--- config.mk ---
export PLATFORM = sky130hd
export DESIGN_NAME = pointer_click_classifier
export DESIGN_NICKNAME = d
export VERILOG_FILES = /design/src/design/pcc_pkg.sv /design/src/design/pcc_update.sv /design/src/design/pointer_click_classifier.sv
export SDC_FILE = /design/constraint.sdc
export NUM_CORES = 1
export LEC_CHECK = 0
export BUFFER_PORTS_ARGS = -buffer_cell sky130_fd_sc_hd__buf_2
export CAP_MARGIN = 20
export CORE_ASPECT_RATIO = 0.6
export CORE_MARGIN = 10
export CORE_UTILIZATION = 55
export DETAILED_ROUTE_END_ITERATION = 8
export GPL_TIMING_DRIVEN = 0
export PLACE_DENSITY = 0.8
export SYNTH_ARGS = -nofsm -noshare
export SYNTH_HDL_FRONTEND = slang
export SYNTH_SLANG_ARGS = --single-unit
--- constraint.sdc ---
create_clock -name clk -period 8.7 [get_ports clk]
set_input_delay 1.74 -clock clk [delete_from_list [all_inputs] [get_ports clk]]
set_output_delay 1.74 -clock clk [all_outputs]
set_load 0.02 [all_outputs]
--- src/design/pcc_pkg.sv ---
package pcc_pkg;

	localparam int unsigned BTN_W  = 5;
	localparam int unsigned CNT_W  = 3;
	localparam int unsigned TICK_W = 16;
	localparam int unsigned KIND_W = 3;

	localparam logic [1:0] FUNC_BUTTON = 2'd0;
	localparam logic [1:0] FUNC_TICK   = 2'd1;
	localparam logic [1:0] FUNC_MOTION = 2'd2;

	localparam logic [BTN_W-1:0] BTN_NONE      = 5'd0;
	localparam logic [BTN_W-1:0] BTN_PRIMARY   = 5'd1;
	localparam logic [BTN_W-1:0] BTN_MIDDLE    = 5'd2;
	localparam logic [BTN_W-1:0] BTN_SECONDARY = 5'd3;

	localparam logic [CNT_W-1:0] COUNT_MAX = 3'd7;

	localparam logic [KIND_W-1:0] KIND_SINGLE  = 3'd0;
	localparam logic [KIND_W-1:0] KIND_MIDDLE  = 3'd1;
	localparam logic [KIND_W-1:0] KIND_RIGHT   = 3'd2;
	localparam logic [KIND_W-1:0] KIND_DOUBLE  = 3'd3;
	localparam logic [KIND_W-1:0] KIND_HOLD    = 3'd4;
	localparam logic [KIND_W-1:0] KIND_UNKNOWN = 3'd5;

	localparam logic [0:0] REG_DOUBLE_CLICK = 1'd0;
	localparam logic [0:0] REG_LONG_PRESS   = 1'd1;

	typedef struct packed {
		logic [BTN_W-1:0]  cur_btn;
		logic [CNT_W-1:0]  press_cnt;
		logic [CNT_W-1:0]  rel_cnt;
		logic [TICK_W-1:0] dc_rem;
		logic              dc_act;
		logic [TICK_W-1:0] lp_rem;
		logic              lp_act;
	} cls_state_t;

	typedef struct packed {
		logic [1:0]       func;
		logic [BTN_W-1:0] button_id;
		logic             pressed;
	} item_t;

	typedef struct packed {
		logic              valid;
		logic [KIND_W-1:0] kind;
	} result_t;

	typedef struct packed {
		logic              report;
		logic              clear;
		logic [KIND_W-1:0] kind;
	} flush_t;

	localparam cls_state_t STATE_CLEAR = '0;

	function automatic flush_t do_flush(input cls_state_t s);
		flush_t f;
		f = '0;
		if (s.press_cnt < s.rel_cnt) begin
			f.clear = 1'b1;
		end else if (s.press_cnt == 3'd1 && s.rel_cnt == 3'd1) begin
			f.report = 1'b1;
			f.clear  = 1'b1;
			case (s.cur_btn)
				BTN_PRIMARY:   f.kind = KIND_SINGLE;
				BTN_MIDDLE:    f.kind = KIND_MIDDLE;
				BTN_SECONDARY: f.kind = KIND_RIGHT;
				default:       f.kind = KIND_UNKNOWN;
			endcase
		end else if (s.cur_btn == BTN_PRIMARY && s.press_cnt == 3'd2) begin
			f.report = 1'b1;
			f.clear  = 1'b1;
			f.kind   = KIND_DOUBLE;
		end
		return f;
	endfunction

endpackage

--- src/design/pcc_update.sv ---
module pcc_update
	import pcc_pkg::*;
(
	input  cls_state_t        state,
	input  item_t             item,
	input  logic [TICK_W-1:0] dc_ticks,
	input  logic [TICK_W-1:0] lp_ticks,
	output cls_state_t        state_next,
	output result_t           result
);

	cls_state_t n;
	flush_t     f;
	logic       dc_exp;
	logic       lp_exp;

	always_comb begin
		n      = state;
		f      = '0;
		dc_exp = 1'b0;
		lp_exp = 1'b0;
		result = '0;
		case (item.func)
			FUNC_BUTTON: begin
				if (n.cur_btn != item.button_id) begin
					n.cur_btn   = item.button_id;
					n.press_cnt = '0;
					n.rel_cnt   = '0;
				end
				if (item.pressed) begin
					if (n.press_cnt < COUNT_MAX) begin
						n.press_cnt = n.press_cnt + 3'd1;
					end
					n.dc_act = 1'b0;
					n.dc_rem = '0;
				end else begin
					if (n.rel_cnt < COUNT_MAX) begin
						n.rel_cnt = n.rel_cnt + 3'd1;
					end
				end
				n.lp_act = 1'b0;
				n.lp_rem = '0;
				if (n.cur_btn == BTN_PRIMARY && n.press_cnt == 3'd1) begin
					if (n.rel_cnt == 3'd0) begin
						n.dc_rem = dc_ticks;
						n.dc_act = 1'b1;
						n.lp_rem = lp_ticks;
						n.lp_act = 1'b1;
					end
				end else begin
					f = do_flush(n);
					if (f.clear) begin
						n = STATE_CLEAR;
					end
					result.valid = f.report;
					result.kind  = f.kind;
				end
			end
			FUNC_TICK: begin
				if (n.dc_act) begin
					if (n.dc_rem <= 16'd1) begin
						dc_exp   = 1'b1;
						n.dc_rem = '0;
						n.dc_act = 1'b0;
					end else begin
						n.dc_rem = n.dc_rem - 16'd1;
					end
				end
				if (n.lp_act) begin
					if (n.lp_rem <= 16'd1) begin
						lp_exp   = 1'b1;
						n.lp_rem = '0;
					end else begin
						n.lp_rem = n.lp_rem - 16'd1;
					end
				end
				if (dc_exp) begin
					f = do_flush(n);
				end
				if (f.clear) begin
					n            = STATE_CLEAR;
					result.valid = f.report;
					result.kind  = f.kind;
				end else if (lp_exp && n.lp_act) begin
					n            = STATE_CLEAR;
					result.valid = 1'b1;
					result.kind  = KIND_HOLD;
				end
			end
			FUNC_MOTION: begin
				n = STATE_CLEAR;
			end
			default: begin
				n = state;
			end
		endcase
		state_next = n;
	end

endmodule

--- src/design/pointer_click_classifier.sv ---
// Pointer click classifier.
// Input stream (s_*): one item per handshake. s_tuser carries the item kind
// (0 button event, 1 millisecond tick, 2 motion); s_tdata carries the button
// number and the press flag. Output stream (m_*): one click code per result,
// in m_tdata. Items that report nothing produce no output item.
// Configuration channel (cfg_*): index 0 sets the double-click window, index 1
// the long-press hold time, both in ticks; cfg_ready is always high.
// An accepted item sits in the input register; its click code is registered
// into the output register, raising m_tvalid, once that register is free.
// Throughput: one item per cycle while the receiver does not stall, set by
// the combinational state update between the input and output registers.
// When the receiver stalls, the output register holds its code; the input
// register still drains while the output register is free, and s_tready
// drops only once both are full.
// Reset clears the classifier state, empties both registers and restores the
// default window lengths of 400 and 500 ticks.
module pointer_click_classifier
	import pcc_pkg::*;
#(
	parameter int unsigned DC_TICKS_RESET = 400,
	parameter int unsigned LP_TICKS_RESET = 500
) (
	input  logic        clk,
	input  logic        arst_n,
	input  logic        s_tvalid,
	output logic        s_tready,
	input  logic [7:0]  s_tdata,   // [4:0] button_id, [5] pressed, [7:6] zero
	input  logic [1:0]  s_tuser,   // [1:0] func
	output logic        m_tvalid,
	input  logic        m_tready,
	output logic [7:0]  m_tdata,   // [2:0] click_kind, [7:3] zero
	input  logic        cfg_valid,
	output logic        cfg_ready,
	input  logic [1:0]  cfg_index,
	input  logic [15:0] cfg_data
);

	logic              valid_s1;
	item_t             item_s1;
	logic              valid_s2;
	logic [KIND_W-1:0] kind_s2;
	cls_state_t        state_q;
	cls_state_t        state_next;
	result_t           result;
	logic [TICK_W-1:0] dc_ticks_q;
	logic [TICK_W-1:0] lp_ticks_q;
	logic              advance;

	assign advance   = !valid_s2 || m_tready;
	assign s_tready  = !valid_s1 || advance;
	assign cfg_ready = 1'b1;
	assign m_tvalid  = valid_s2;
	assign m_tdata   = {5'd0, kind_s2};

	pcc_update u_update (
		.state      (state_q),
		.item       (item_s1),
		.dc_ticks   (dc_ticks_q),
		.lp_ticks   (lp_ticks_q),
		.state_next (state_next),
		.result     (result)
	);

	always_ff @(posedge clk or negedge arst_n) begin
		if (!arst_n) begin
			dc_ticks_q <= TICK_W'(DC_TICKS_RESET);
			lp_ticks_q <= TICK_W'(LP_TICKS_RESET);
		end else if (cfg_valid && cfg_index[1] == 1'b0) begin
			case (cfg_index[0])
				REG_DOUBLE_CLICK: dc_ticks_q <= cfg_data;
				REG_LONG_PRESS:   lp_ticks_q <= cfg_data;
				default:          dc_ticks_q <= dc_ticks_q;
			endcase
		end
	end

	always_ff @(posedge clk or negedge arst_n) begin
		if (!arst_n) begin
			valid_s1 <= 1'b0;
		end else if (s_tready) begin
			valid_s1 <= s_tvalid;
		end
	end

	always_ff @(posedge clk) begin
		if (s_tready && s_tvalid) begin
			item_s1.func      <= s_tuser;
			item_s1.button_id <= s_tdata[4:0];
			item_s1.pressed   <= s_tdata[5];
		end
	end

	always_ff @(posedge clk or negedge arst_n) begin
		if (!arst_n) begin
			state_q  <= STATE_CLEAR;
			valid_s2 <= 1'b0;
		end else if (advance) begin
			valid_s2 <= valid_s1 && result.valid;
			if (valid_s1) begin
				state_q <= state_next;
			end
		end
	end

	always_ff @(posedge clk) begin
		if (advance && valid_s1 && result.valid) begin
			kind_s2 <= result.kind;
		end
	end

	a_hold_clears: assert property (@(posedge clk) disable iff (!arst_n)
		(advance && valid_s1 && result.valid && result.kind == KIND_HOLD)
		|=> (state_q.cur_btn == BTN_NONE && !state_q.lp_act && !state_q.dc_act))
		else $error("hold report did not clear the classifier");

	a_lp_primary: assert property (@(posedge clk) disable iff (!arst_n)
		state_q.lp_act |-> state_q.cur_btn == BTN_PRIMARY)
		else $error("long-press timer running for a non-primary button");

	a_stall_blocks: assert property (@(posedge clk) disable iff (!arst_n)
		(valid_s1 && valid_s2 && !m_tready) |-> (!s_tready && !advance))
		else $error("input taken while both registers are full");

	a_state_held: assert property (@(posedge clk) disable iff (!arst_n)
		(!advance || !valid_s1) |=> $stable(state_q))
		else $error("classifier state changed without an item");

endmodule

==> out/metrics.cfg <==
[synthesis]
synth_cells=520
yosys.area.top_type=dfrtp_1
yosys_warnings=0
ys_types=74
synthesis.area_sq_um=5100
synth-edff-count=11
yosysSeqAreaShare_pct=45.5
ys.flop_type=dfrtp_1
synth_commonest_cells=dfrtp_1 (70), nor2_1 (51), o21ai_0 (35)
synth-seq-cells=90
synth_most_common_cell=dfrtp_1
yosys-top-cells-area=dfrtp_1 (34%), mux2_2 (7.1%), edfxtp_1 (6.5%)
synth-async-reset-ratio_pct=87.8
post-synth-top-area-fraction_pct=34.4
syn_avg_cell_area_sq_um=9.81

[min_path]
timing.hold.worst_endpoint=dc_ticks_q[11]$_DFFE_PN0P_
hold_path.class=register to register
min_from=dc_ticks_q[11]$_DFFE_PN0P_
hold_depth=1

[power]
p_leak_nw=2.46
p_total_mw=1.15
p_per_area_nw_per_um2=199
peakVddDrop_v=0.000102

[finish]
final_util_pct=63.6
syn_to_final_growth_pct=13.3
drive_gt1_share_pct=22.0
n_antenna_cell=0
fin_area_sq_um=5780
stdcell_count=692
nNetsFinal=615

[cts]
cts_hold_buf=0
cts_num_sinks=90
cts-buffers-inserted=9
cts_buffer_depth=2
path_clk_slew_ns=0.07
clock_tree.root_cell=clkbuf_16
cts-resized-gates=0
h-tree-depth=3
clock_latency_ns=0.34
cts_setup_buffers=0
cts_tree=done

[timing]
fmax_mhz=242
rsz0062_at_grt=no
slew_violations=0
finalSetupTns_ns=0
fin_ws_ns=4.56
worst_pin_slew_ns=1.02
slew_headroom_pct=31.9
hold_slack_ns=0.511
hold_viol=0
fin_crit_sh_pct=47.6
fin_crit_ns=4.14
clock-skew-final_ns=0.00719
setup_viol=0

[die]
coreArea_sq_um=9090
num_rows=27
fp.dieH_microns=94.6
die_w_microns=144
die-area_sq_um=13600
ioPinCount=44
initial_core_util_pct=56.1

[critical_path]
reg2reg_to=kind_s2[2]$_DFFE_PP_
critical_path.endpoint_type=register
reg2reg_from=item_s1[2]$_DFFE_PP_
critPathLaunch=item_s1[2]$_DFFE_PP_
critPathLaunchType=register
critPathMostFrequentCell=nor2_1
cp_slowest_cell=a2111oi_1
crit_chain=xor2_1, nor2_1, clkbuf_1, and3_1, ha_1, nand2_1, a21oi_1, nand4_1, nand2_1, inv_1, ha_1, o211ai_1, a2111oi_1, nor2_1, nor2_1
crit_fanout=10
path_class=register to register
rr_worst_depth=15
r2r_setup_slack_ns=4.56
worstPathArrival_ns=4.17
max_stage_delay_ns=0.63
cp.required_ns=8.73

[place]
placed_area_sq_um=5460
dp.cells=676
portBuffers=35
gp_congestion=0.925
hpwl_microns=10200
place_ws_ns=4.70

[route]
avgViaCountPerCell=6.71
dr.first_iter.drc_count=668
drc=0
routedWlPerCell_microns=20.5
dr.pass1.iters=6
wl_microns=14200
postRouteAntennaNets=0
vias=4640

[global_route]
grt_usage_pct=20.7
grt_max_degree=66
antenna_found_initial=0
grt_overflow=0
grt_pass1_vias=4278
grt_pass1_wl_microns=22500

[job]
drv_cap=0

[outcome]
status=complete, no violations

[cell families (layout without fill, tap and decap cells)]
logic type               count (synthesis)  in the layout  synth area share [%]
AO/OA/AOI/OAI                          169            169                  22.0
XOR/XNOR                                 5              5                 0.859
multiplexers                            34             34                  7.48
other                                    2              6                 0.147
adder cells (fa/ha/maj)                 11             11                  2.70
buffers and inverters                   45             97                  4.20
AND/OR/NAND/NOR                        164            164                  17.2
flip-flops                              90             90                  45.5
[layer usage]
layer	track usage, %	vias up	wire length [microns]
met3	6.52	41	1730
met5	0	-	0
met4	5.86	0	272
met2	28.1	331	5810
li1	-	2043	-
met1	30.6	2225	6400
[cell type report]
cell class / instances / area [sq um]
Clock inverter: 5 / 60.1
Fill cell: 750 / 3310
Tap cell: 116 / 145
Sequential cell: 90 / 2320
Clock buffer: 11 / 254
Timing Repair Buffer: 36 / 205
Inverter: 13 / 48.8
Buffer: 32 / 165
Multi-Input combinational cell: 389 / 2580
[worst max-delay path by stage]
stage	end	slack [ns]
floorplan	s_tready	4.94
global placement	s_tready	4.77
CTS	kind_s2[0]$_DFFE_PP_	4.65
global route	kind_s2[0]$_DFFE_PP_	4.23
finish	kind_s2[2]$_DFFE_PP_	4.56
detailed placement	kind_s2[2]$_DFFE_PP_	4.70
[report_power, final]
group / internal, mW / switching [mW] / total [mW]
combinational: 0.0855 / 0.137 / 0.223
sequential: 0.477 / 0.0414 / 0.518
clock: 0.241 / 0.166 / 0.407
total: 0.804 / 0.345 / 1.15
[sequential cells by signal, indices dropped and copies added, names as in the netlist]
name	count
item_s1	8
m_tvalid	1
state_q	45
kind_s2	3
valid_s1	1
lp_ticks_q	16
dc_ticks_q	16
[layout by cell type (no fill, tap or decap), types with 4 or more instances in the layout]
master | synthesis | final
nor3_1 | 14 | 14
and2_1 | 4 | 4
dfrtp_1 | 70 | 70
o221ai_1 | 7 | 7
o211ai_1 | 6 | 6
clkbuf_16 | 0 | 10
nor4_1 | 5 | 5
and3_1 | 4 | 4
xor2_1 | 5 | 5
buf_4 | 8 | 9
a32o_1 | 6 | 6
mux2_2 | 32 | 32
a21oi_1 | 33 | 33
conb_1 | 2 | 6
inv_1 | 12 | 12
o21ai_0 | 35 | 35
nand3_1 | 11 | 11
clkbuf_1 | 17 | 18
nor2_1 | 51 | 51
a22oi_1 | 19 | 19
nand4_1 | 5 | 5
ha_1 | 11 | 11
buf_2 | 6 | 40
o21a_1 | 4 | 4
edfxtp_1 | 11 | 11
or2_2 | 5 | 5
a31oi_1 | 4 | 4
o21ai_1 | 22 | 22
dfstp_2 | 9 | 9
or3_1 | 4 | 4
nand2_1 | 30 | 30
nand2b_1 | 7 | 7
[critical path, delay by kind of cell (launching register included)]
| kind | cells | cell delay [ns] |
|---|---|---|
| flops | 1 | 0.48 |
| fa+ha+maj | 2 | 0.46 |
| compound gates | 3 | 0.97 |
| buf+inv | 2 | 0.44 |
| simple gates | 7 | 1.31 |
| xor+xnor | 1 | 0.18 |
(Power assumes the default switching activity.)
